## src/design/sit_pkg.sv

```systemverilog
// Package for the sorted ID table: payload structs, operation and status codes.
// No dependencies; used by sorted_id_table and sit_checker.
package sit_pkg;

   localparam int DEPTH_DEFAULT = 128;
   localparam int ID_W          = 31;

   localparam logic [1:0] MODE_INSERT = 2'd0;
   localparam logic [1:0] MODE_DELETE = 2'd1;
   localparam logic [1:0] MODE_READ   = 2'd2;

   localparam logic [1:0] STATUS_OK        = 2'd0;
   localparam logic [1:0] STATUS_FULL      = 2'd1;
   localparam logic [1:0] STATUS_NOT_FOUND = 2'd2;
   localparam logic [1:0] STATUS_RANGE     = 2'd3;

   typedef struct packed {
      logic [1:0]      mode;
      logic [ID_W-1:0] id_value;
      logic [6:0]      read_index;
   } req_type;

   typedef struct packed {
      logic [ID_W-1:0] read_data;
      logic [6:0]      position;
      logic [6:0]      moved;
      logic [7:0]      entry_count;
      logic [1:0]      status;
   } rsp_type;

endpackage

```

## src/design/sit_ram.sv

```systemverilog
// Simple dual-port RAM: one write port, one read port with registered read data.
// No dependencies.
module sit_ram #(
   parameter int WIDTH = 31,
   parameter int DEPTH = 128
) (
   input  logic                     clock,
   input  logic                     wr_en,
   input  logic [$clog2(DEPTH)-1:0] wr_addr,
   input  logic [WIDTH-1:0]         wr_data,
   input  logic                     rd_en,
   input  logic [$clog2(DEPTH)-1:0] rd_addr,
   output logic [WIDTH-1:0]         rd_data
);

   logic [WIDTH-1:0] mem_ff [DEPTH];
   logic [WIDTH-1:0] rd_data_ff;

   always_ff @(posedge clock) begin
      if (wr_en) begin
         mem_ff[wr_addr] <= wr_data;
      end
      if (rd_en) begin
         rd_data_ff <= mem_ff[rd_addr];
      end
   end

   assign rd_data = rd_data_ff;

endmodule

```

## src/design/sorted_id_table.sv

```systemverilog
// Sorted ID table: top level, sequencer around one entry memory.
// Depends on sit_pkg and sit_ram.
//
//  channel | direction | handshake            | payload
//  --------+-----------+----------------------+---------------------
//  req     | in        | req_valid/req_ready  | req_data (req_type)
//  rsp     | out       | rsp_valid/rsp_ready  | rsp_data (rsp_type)
//
// One transaction at a time, limited by the single memory read port walking
//   one entry per cycle. Insert walks down from the top and moves every larger
//   entry up; delete walks every stored entry; read fetches one entry; a
//   refused insert, out-of-range read or delete on an empty table goes straight
//   to the final state, which hands the result to the output register.
// Reset clears the count and control only; the memory needs no clearing since
//   entries at or above the count are never read.
// A new request is taken while the previous result still waits on rsp_ready;
//   it stalls only in its final state until the output register is free.
module sorted_id_table
   import sit_pkg::*;
#(
   parameter int DEPTH = DEPTH_DEFAULT
) (
   input  logic    clock,
   input  logic    reset,
   input  logic    req_valid,
   output logic    req_ready,
   input  req_type req_data,
   output logic    rsp_valid,
   input  logic    rsp_ready,
   output rsp_type rsp_data
);

   localparam int AW = $clog2(DEPTH);
   localparam int CW = $clog2(DEPTH + 1);

   localparam logic [2:0] S_IDLE    = 3'd0;
   localparam logic [2:0] S_INS_CMP = 3'd1;
   localparam logic [2:0] S_INS_PUT = 3'd2;
   localparam logic [2:0] S_DEL_CMP = 3'd3;
   localparam logic [2:0] S_RD_WAIT = 3'd4;
   localparam logic [2:0] S_FIN     = 3'd5;

   logic [2:0]      state_ff, state_in;
   logic [ID_W-1:0] val_ff, val_in;
   logic [CW-1:0]   idx_ff, idx_in;      // walking pointer
   logic [CW-1:0]   pos_ff, pos_in;      // delete hit position
   logic            found_ff, found_in;
   logic [CW-1:0]   count_ff, count_in;
   rsp_type         res_ff, res_in;      // result being built
   rsp_type         rsp_ff, rsp_in;      // output register
   logic            rsp_valid_ff, rsp_valid_in;

   // memory port signals
   logic            wr_en;
   logic [AW-1:0]   wr_addr;
   logic [ID_W-1:0] wr_data;
   logic            rd_en;
   logic [AW-1:0]   rd_addr;
   logic [ID_W-1:0] rd_data;

   logic            hit;
   logic [CW-1:0]   del_pos;

   sit_ram #(
      .WIDTH (ID_W),
      .DEPTH (DEPTH)
   ) u_sit_ram (
      .clock   (clock),
      .wr_en   (wr_en),
      .wr_addr (wr_addr),
      .wr_data (wr_data),
      .rd_en   (rd_en),
      .rd_addr (rd_addr),
      .rd_data (rd_data)
   );

   assign req_ready = (state_ff == S_IDLE);
   assign rsp_valid = rsp_valid_ff;
   assign rsp_data  = rsp_ff;

   assign hit     = (rd_data == val_ff);
   assign del_pos = found_ff ? pos_ff : idx_ff;

   always_comb begin
      state_in     = state_ff;
      val_in       = val_ff;
      idx_in       = idx_ff;
      pos_in       = pos_ff;
      found_in     = found_ff;
      count_in     = count_ff;
      res_in       = res_ff;
      rsp_in       = rsp_ff;
      rsp_valid_in = rsp_valid_ff;
      wr_en        = 1'b0;
      wr_addr      = AW'(idx_ff);
      wr_data      = val_ff;
      rd_en        = 1'b0;
      rd_addr      = '0;

      if (rsp_valid_ff && rsp_ready) begin
         rsp_valid_in = 1'b0;
      end

      case (state_ff)
         S_IDLE: begin
            if (req_valid) begin
               val_in                = req_data.id_value;
               res_in                = '0;
               res_in.entry_count    = 8'(count_ff);
               case (req_data.mode)
                  MODE_INSERT: begin
                     if (count_ff == CW'(DEPTH)) begin
                        res_in.status = STATUS_FULL;
                        state_in      = S_FIN;
                     end else if (count_ff == '0) begin
                        idx_in   = '0;
                        state_in = S_INS_PUT;
                     end else begin
                        // walk down from the top entry
                        rd_en    = 1'b1;
                        rd_addr  = AW'(count_ff - CW'(1));
                        idx_in   = count_ff;
                        state_in = S_INS_CMP;
                     end
                  end
                  MODE_DELETE: begin
                     if (count_ff == '0) begin
                        res_in.status = STATUS_NOT_FOUND;
                        state_in      = S_FIN;
                     end else begin
                        rd_en    = 1'b1;
                        rd_addr  = '0;
                        idx_in   = '0;
                        found_in = 1'b0;
                        state_in = S_DEL_CMP;
                     end
                  end
                  default: begin
                     // read; mode three behaves the same
                     res_in.position = req_data.read_index;
                     if (32'(req_data.read_index) >= 32'(count_ff)) begin
                        res_in.status = STATUS_RANGE;
                        state_in      = S_FIN;
                     end else begin
                        rd_en    = 1'b1;
                        rd_addr  = AW'(req_data.read_index);
                        state_in = S_RD_WAIT;
                     end
                  end
               endcase
            end
         end

         S_INS_CMP: begin
            if (rd_data > val_ff) begin
               // shift entry idx-1 up one place
               wr_en   = 1'b1;
               wr_data = rd_data;
               if (idx_ff == CW'(1)) begin
                  idx_in   = '0;
                  state_in = S_INS_PUT;
               end else begin
                  rd_en   = 1'b1;
                  rd_addr = AW'(idx_ff - CW'(2));
                  idx_in  = idx_ff - CW'(1);
               end
            end else begin
               wr_en              = 1'b1;
               count_in           = count_ff + CW'(1);
               res_in.position    = 7'(idx_ff);
               res_in.moved       = 7'(count_ff - idx_ff);
               res_in.entry_count = 8'(count_ff + CW'(1));
               res_in.status      = STATUS_OK;
               state_in           = S_FIN;
            end
         end

         S_INS_PUT: begin
            wr_en              = 1'b1;
            count_in           = count_ff + CW'(1);
            res_in.position    = 7'(idx_ff);
            res_in.moved       = 7'(count_ff - idx_ff);
            res_in.entry_count = 8'(count_ff + CW'(1));
            res_in.status      = STATUS_OK;
            state_in           = S_FIN;
         end

         S_DEL_CMP: begin
            // once the hit is seen, every later entry moves down one place
            if (found_ff) begin
               wr_en   = 1'b1;
               wr_addr = AW'(idx_ff - CW'(1));
               wr_data = rd_data;
            end else if (hit) begin
               found_in = 1'b1;
               pos_in   = idx_ff;
            end
            if (idx_ff == count_ff - CW'(1)) begin
               if (found_ff || hit) begin
                  count_in           = count_ff - CW'(1);
                  res_in.position    = 7'(del_pos);
                  res_in.moved       = 7'(count_ff - CW'(1) - del_pos);
                  res_in.entry_count = 8'(count_ff - CW'(1));
                  res_in.status      = STATUS_OK;
               end else begin
                  res_in.status = STATUS_NOT_FOUND;
               end
               state_in = S_FIN;
            end else begin
               rd_en   = 1'b1;
               rd_addr = AW'(idx_ff + CW'(1));
               idx_in  = idx_ff + CW'(1);
            end
         end

         S_RD_WAIT: begin
            res_in.read_data = rd_data;
            res_in.status    = STATUS_OK;
            state_in         = S_FIN;
         end

         S_FIN: begin
            if (!rsp_valid_ff || rsp_ready) begin
               rsp_in       = res_ff;
               rsp_valid_in = 1'b1;
               state_in     = S_IDLE;
            end
         end

         default: begin
            state_in = S_IDLE;
         end
      endcase
   end

   always_ff @(posedge clock) begin
      if (reset) begin
         state_ff     <= S_IDLE;
         count_ff     <= '0;
         found_ff     <= 1'b0;
         rsp_valid_ff <= 1'b0;
      end else begin
         state_ff     <= state_in;
         count_ff     <= count_in;
         found_ff     <= found_in;
         rsp_valid_ff <= rsp_valid_in;
      end
   end

   always_ff @(posedge clock) begin
      val_ff <= val_in;
      idx_ff <= idx_in;
      pos_ff <= pos_in;
      res_ff <= res_in;
      rsp_ff <= rsp_in;
   end

endmodule

```

## config.mk

```make
export PLATFORM = sky130hd
export DESIGN_NAME = sorted_id_table
export DESIGN_NICKNAME = d
export VERILOG_FILES = /design/src/design/sit_pkg.sv /design/src/design/sit_ram.sv /design/src/design/sorted_id_table.sv
export SDC_FILE = /design/constraint.sdc
export NUM_CORES = 2
export LEC_CHECK = 0
export BUFFER_PORTS_ARGS = -buffer_cell sky130_fd_sc_hd__buf_2
export CORE_MARGIN = 5
export CORE_UTILIZATION = 35
export CTS_CLUSTER_SIZE = 10
export DETAILED_ROUTE_END_ITERATION = 10
export SLEW_MARGIN = 10
export SYNTH_ARGS = -nofsm -noshare
export SYNTH_HDL_FRONTEND = slang
export SYNTH_SLANG_ARGS = --single-unit
```

## constraint.sdc

```tcl
create_clock -name clock -period 8.6 [get_ports clock]
set_input_delay 1.72 -clock clock [delete_from_list [all_inputs] [get_ports clock]]
set_output_delay 1.72 -clock clock [all_outputs]
set_load 0.01 [all_outputs]
```

* Yosys cells after proc, flatten, opt, wreduce, memory -nomap -nowiden
Memory sizes are Yosys's and may differ from the RTL's. A register that Yosys moved wholly into a read port is not among the register bits.
Cells that the tools add are included.
** Storage, ports and cells
- Register bits after elaboration :: 169
- Bits in writable memories :: 3968
- Bits of input ports :: 44
- Output and inout port bits :: 57
- Word-level logic and storage cells :: 151
- Memories :: 1
** Memories
- u_sit_ram.mem_ff :: words 128, width 31, read ports 1, clocked after memory_dff 1, write ports 1, line sit_ram.sv:16 : logic [WIDTH-1:0] mem_ff [DEPTH];
** Cells by class
- Add/subtract/negate cells :: 7
- $lt $le $gt $ge :: 2
- Equality and inequality tests :: 23
- Mux-type cells :: 74
- Bitwise gates (word level) :: 1
- Reduce and logical (&&, ||, !) cells :: 26
** Operators by type and width (count)
- $pmux 31 s2 :: 2
- $pmux 22 s4 :: 1
- $mux 8 :: 10
- $mux 7 :: 11
- $mux 31 :: 2
- $mux 55 :: 1
- $mux 24 :: 2
- $pmux 8 s3 :: 2
- $eq 31x31->1 :: 1
- $gt 31x31->1 :: 1
- $mux 22 :: 1
- $mux 3 :: 7
- $pmux 7 s3 :: 1
- $mux 1 :: 20
- $add 8x1->8 const B :: 2
- $ne 2x2->1 const B :: 8
- $pmux 8 s2 :: 1
- $reduce_and 4->1 :: 4
- $sub 8x1->8 const B :: 2
- $pmux 3 s5 :: 1
- $pmux 7 s2 :: 1
- $sub 7x7->7 :: 2
- $ne 3x3->1 const B :: 3
- $eq 8x1->1 const B :: 1
- 31 further kinds :: 46

* Longest topological paths before layout
- Word-level depth :: 6
- Gate-level depth with buffers :: 22
- Mapped depth without buffers :: 14

* Cells and area by module
From an unflattened synthesis, not the netlist that was laid out.
** Unflattened totals
- Cells, all modules :: 6681
- Area, all modules :: 161358.5 um^2
** By module, submodules not included
- sit_ram :: times used 1, cells an instance 5808, area an instance 151716.8 um^2, seq. area each 120085.2 um^2
- sorted_id_table :: times used 1, cells an instance 873, area an instance 9641.7 um^2, seq. area each 4944.7 um^2

* Worst setup path before layout
OpenSTA, ideal clock, no wires.
- Path kind :: reg2reg
- Start :: reg u_sit_ram.rd_data_ff[29], in the netlist u_sit_ram.rd_data[29], read port of u_sit_ram.mem_ff
- End :: mem u_sit_ram.mem_ff[0][10] (data pin)
- Setup time :: 1197 ps
- Data arrival time :: 7189 ps
- Required time :: 7403 ps
- Slack :: 213 ps
- Cell stages (with the launch flop) :: 11
- Path buffers :: 1
- Period minus slack after synthesis :: 8387 ps
- Path through :: edfxtp_1 > ha_1 > nand4_1 > nor3_1 > a221oi_1 > nand2_1 > o21bai_1 > or3_1 > nand2_1 > clkbuf_1 > o21ai_0
** Between the ends
- Longest elaborated chain between the ends :: 3
** Ends and longest elaborated chain
- start: declaration :: line sit_ram.sv:17 : logic [WIDTH-1:0] rd_data_ff;
- $gt 31x31->1 :: line sorted_id_table.sv:155 : if (rd_data > val_ff) begin
- $mux 31 :: line sorted_id_table.sv:155
- $pmux 31 s2 :: line sorted_id_table.sv:104 : case (state_ff)
- via u_sit_ram.wr_data[10] :: line sit_ram.sv:10 : input logic [WIDTH-1:0] wr_data,
- end: declaration :: line sit_ram.sv:16
The timed path passes the listed nets, and every way through them passes these cells.

* Worst setup path in the final report
- Start :: reg idx_ff[1]
- End :: reg u_sit_ram.rd_data_ff[14], in the netlist u_sit_ram.rd_data[14], read port of u_sit_ram.mem_ff (data pin)
** Between the ends
- Longest elaborated chain between the ends :: 4
** Ends and longest elaborated chain
- start: declaration :: line sorted_id_table.sv:45 : logic [CW-1:0] idx_ff, idx_in;
- start signal: assignment :: line sorted_id_table.sv:252 : idx_ff <= idx_in;
- $sub 7x2->7 or $eq 8x1->1 (tied branches) :: line sorted_id_table.sv:164, sorted_id_table.sv:159
- $mux 7 or $mux 1 (tied branches) :: line sorted_id_table.sv:159 : if (idx_ff == CW'(1)) begin
- $mux 7 or $mux 1 (tied branches) :: line sorted_id_table.sv:155
- $pmux 7 s3 or $pmux 1 s3 (tied branches) :: line sorted_id_table.sv:104
Several ways; a longest one is shown, not always the timed one.
A chain may end at the register's enable or synchronous reset.

==> impl_results.md <==
- Post-synth EDFFs: approximately 4200
- Post-synth cell types: 106
- Reg2Reg Depth: 15
- HPWL after detailed placement: between 300 and 400 mm
- Final setup violating endpoints: 0
- Routability cong.: between 0.9 and 1
- Max Fclk: about 130 MHz
- Layout Skew: about 0.085 ns
- Area leader, netlist: edfxtp_1
- Area contributors post-synth: edfxtp_1 76%, mux4_2 7.8%, nand2_1 2.9%, mux2i_1 1.3%, nand3_1 1.1%
- CTS hold repair buffers: 0
- Hold WS: approximately 0.41 ns
- PwrDens: between 300 and 400 mW/mm²
- Vias in the first global route: 93100
- CP max FO: 38
- Flops & latches, synth: 4168
- Wire per inst: about 36 µm
- Num Clock Sinks: roughly 4200
- DRT Pass-1 Iters: 6
- Ys async rst share: 0
- Logic gate share of total power: 0.315
- Post-route ant nets: 0
- Die H: just under 700 µm
- # Post-CTS Setup Buffers: 0
- Clock share of power: 0.270
- Pleak: about 0.060 µW
- CP arrival: 8.42 ns
- Syn_nets: 9389
- Grt total ovfl: 0
- Switching part of the total: 0.364
- Switching pwr: between 20000 and 25000 µW
- Tot Pwr: roughly 64000 µW
- Hold crit path type: reg -> reg
- Core Area: approximately 0.47 mm²
- Min cycle time layout: approximately 7.5 ns
- Status: finished with violations
- Worst Max-Slew Pin Slew: ~1.5 ns
- CTS buffer count: 462
- Final Hold Fails: 0
- H-tree depth: 5
- # rows: between 200 and 300
- Total track usage: 0.235
- Clock latency at the later pin of the worst-skew pair: 1.07 ns
- Die X: roughly 690 µm
- IO Pins: roughly 100
- Max_slew headroom: 0.0214
- Max-slew violation count: 0
- Seq pwr share: 0.415
- Largest net degree at the start of global routing: roughly 130
- Root buf cell: clkbuf_16
- Synth Instances: approximately 9300
- Synth Flop Type: edfxtp_1
- First-pass GRT wire length: just under 800 mm
- Syn Area/Cell: approximately 18 µm²
- Initial DRC count: 16900
- TritonCTS clock tree: yes
- Via count: between 90000 and 100k
- Hold Crit Depth: 0
- Nature of the critical path endpoint: flop
- Startpoint Class: flop
- Worst VDD drop: 0.343 mV
- Initial Util: 0.351
- Max clock buf depth: 4
- Core Util, Final: 0.402
- Violated checks: capacitance limit
- Initial antenna violation count: 61
- Sequential share of the synthesized area: 0.765
- DRC viols: 0
- RSZ-0062 raised after global routing: false
- NumNets Final: slightly below 10000
- Mapped cell area: between 0.15 and 0.2 mm²
- Top-area cell type share of the netlist area: 0.763
- Max-Cap Viols: 1
- Req. time, crit path: about 9.5 ns
- Setup TNS: 0 ns
- Vias per std cell: approximately 6.1
- Worst Setup Path Type: reg -> reg
- Area delta synth->final: 14.8%
- DRT Wirelength: between 500 and 600 mm
- Number of port buffers: 100
- Final Cycle Share: 0.871
- Post-CTS sizing: 0
- Die ar.: between 0.4 and 0.5 mm²
- Layout cell share with drive strength beyond 1: 0.198
- Clock slew at reported path FFs: about 0.060 ns
- Cell Int Power: around 41000 µW
- Yosys warnings: 0
## routing by layer
| layer | vias up | part of all wire | GRT usage |
|---|---|---|---|
| met5 | - | 0.00032 | 0 |
| met3 | 1385 | 0.13 | 0.0723 |
| met1 | 50900 | 0.36 | 0.306 |
| met2 | 7263 | 0.44 | 0.349 |
| li1 | 38100 | - | - |
| met4 | 28 | 0.065 | 0.128 |
## synthesized netlist by cell type, types with 9 or more instances
cell and n:
buf_4 70, nand4_1 37, a2bb2oi_1 9, and3_1 77, o21ai_1 11, mux4_2 564
ha_1 59, dfxtp_1 13, xor2_1 15, o21ai_0 193, o32ai_1 10, a211o_1 10
edfxtp_1 4155, mux2i_1 206, o32a_1 9, nor2_1 350, nand2_1 1263, a221oi_1 53
a211oi_1 66, nand3_1 346, o211ai_1 60, a22o_1 19, buf_6 54, xnor2_1 47
a21oi_1 291, a2111oi_0 19, inv_1 53, o22ai_1 105, a31oi_1 142, nand2b_1 12
buf_2 218, a22oi_1 138, o2111ai_1 17, buf_1 30, o31ai_1 13, nor4_1 18
a21o_1 12, o221ai_1 35, mux2_2 26, clkbuf_1 162, a311oi_1 41, nor3_1 59
a32o_1 10, a32oi_1 43
## final timing paths
kind                                 start               endpoint  slack, ns
worst max-delay path             idx_ff[1]  u_sit_ram.rd_data[14]       1.11
worst min-delay path            res_ff[24]           rsp_data[24]       0.41
worst max register to register   idx_ff[1]  u_sit_ram.rd_data[14]       1.11
worst min register to register  res_ff[24]           rsp_data[24]       0.41
## layout make-up
cell class                      instances  area [µm²]
Multi-Input combinational cell       4522       37000
Inverter                               57         214
Sequential cell                      4168      125000
Fill cell                           41400      279000
Tap cell                             6198        7750
Antenna cell                           17        42.5
Clock inverter                         34         563
Timing Repair Buffer                  612        5200
Clock buffer                          514       11900
## state kept, by name, summed over array words and instances (netlist names)
name	count
u_sit_ram.mem_ff	3968
res_ff	55
rsp_data	55
u_sit_ram.rd_data	31
val_ff	31
count_ff	8
idx_ff	8
pos_ff	7
state_ff	3
found_ff	1
rsp_valid	1
## through the flow
| step | instance area, µm² | setup slack (ns) | std cells |
|---|---|---|---|
| floorplan | 164000 | 0.213 | 9284 |
| global placement | 175000 | 0.0881 | 15500 |
| detailed placement | 175000 | 1.08 | 15600 |
| CTS | 188000 | 1.31 | 16100 |
| global route | 188000 | 1.16 | 16100 |
| finish | 188000 | 1.11 | 16100 |
## power by group through the flow
stage | logic (µW) | clock network (µW) | registers [µW]
finish | 20200 | 17300 | 26600
global placement | 19300 | 0 | 26900
detailed placement | 19700 | 0 | 26900
CTS | 19700 | 17500 | 26500
floorplan | 9460 | 0 | 27500
global route | 20600 | 18300 | 26600
## critical path, cell delays in order (launching register included)
cell and delay, ns:
edfxtp_1 0.73, inv_1 0.40, ha_1 0.30, nor3b_1 0.16
a211o_1 0.48, or2_1 0.32, a211o_1 0.33, a21oi_1 0.65
or2_4 0.70, buf_12 0.44, nand2_1 0.64, o22ai_1 0.63
nor4_1 0.19, nor3_1 0.97, o21ai_1 0.11, o2bb2a_2 0.29
## cell families after synthesis
| kind of cell | share of synthesized area |
|---|---|
| muxes | 0.0925 |
| DFF | 0.765 |
| buffers and inverters | 0.0196 |
| AOI/OAI and AO/OA | 0.0570 |
| adders and majority gates | 0.00476 |
| and+or+nand+nor | 0.0582 |
| xor gates and xnor gates | 0.00346 |
## placed cells by master (no fill, tap or decap), types with 53 or more instances in the layout
cell,instances
edfxtp_1,4155
nand2_1,1254
mux4_2,564
clkbuf_16,469
buf_4,443
nand3_1,345
a21oi_1,290
mux2i_1,206
nor2_1,204
o21ai_0,156
a31oi_1,142
nor2_4,141
a22oi_1,138
o22ai_1,105
buf_2,100
and3_1,77
a211oi_1,66
buf_12,65
o211ai_1,60
ha_1,59
nor3_1,54
inv_1,53
No activity file was read; power rests on OpenSTA's default activity.
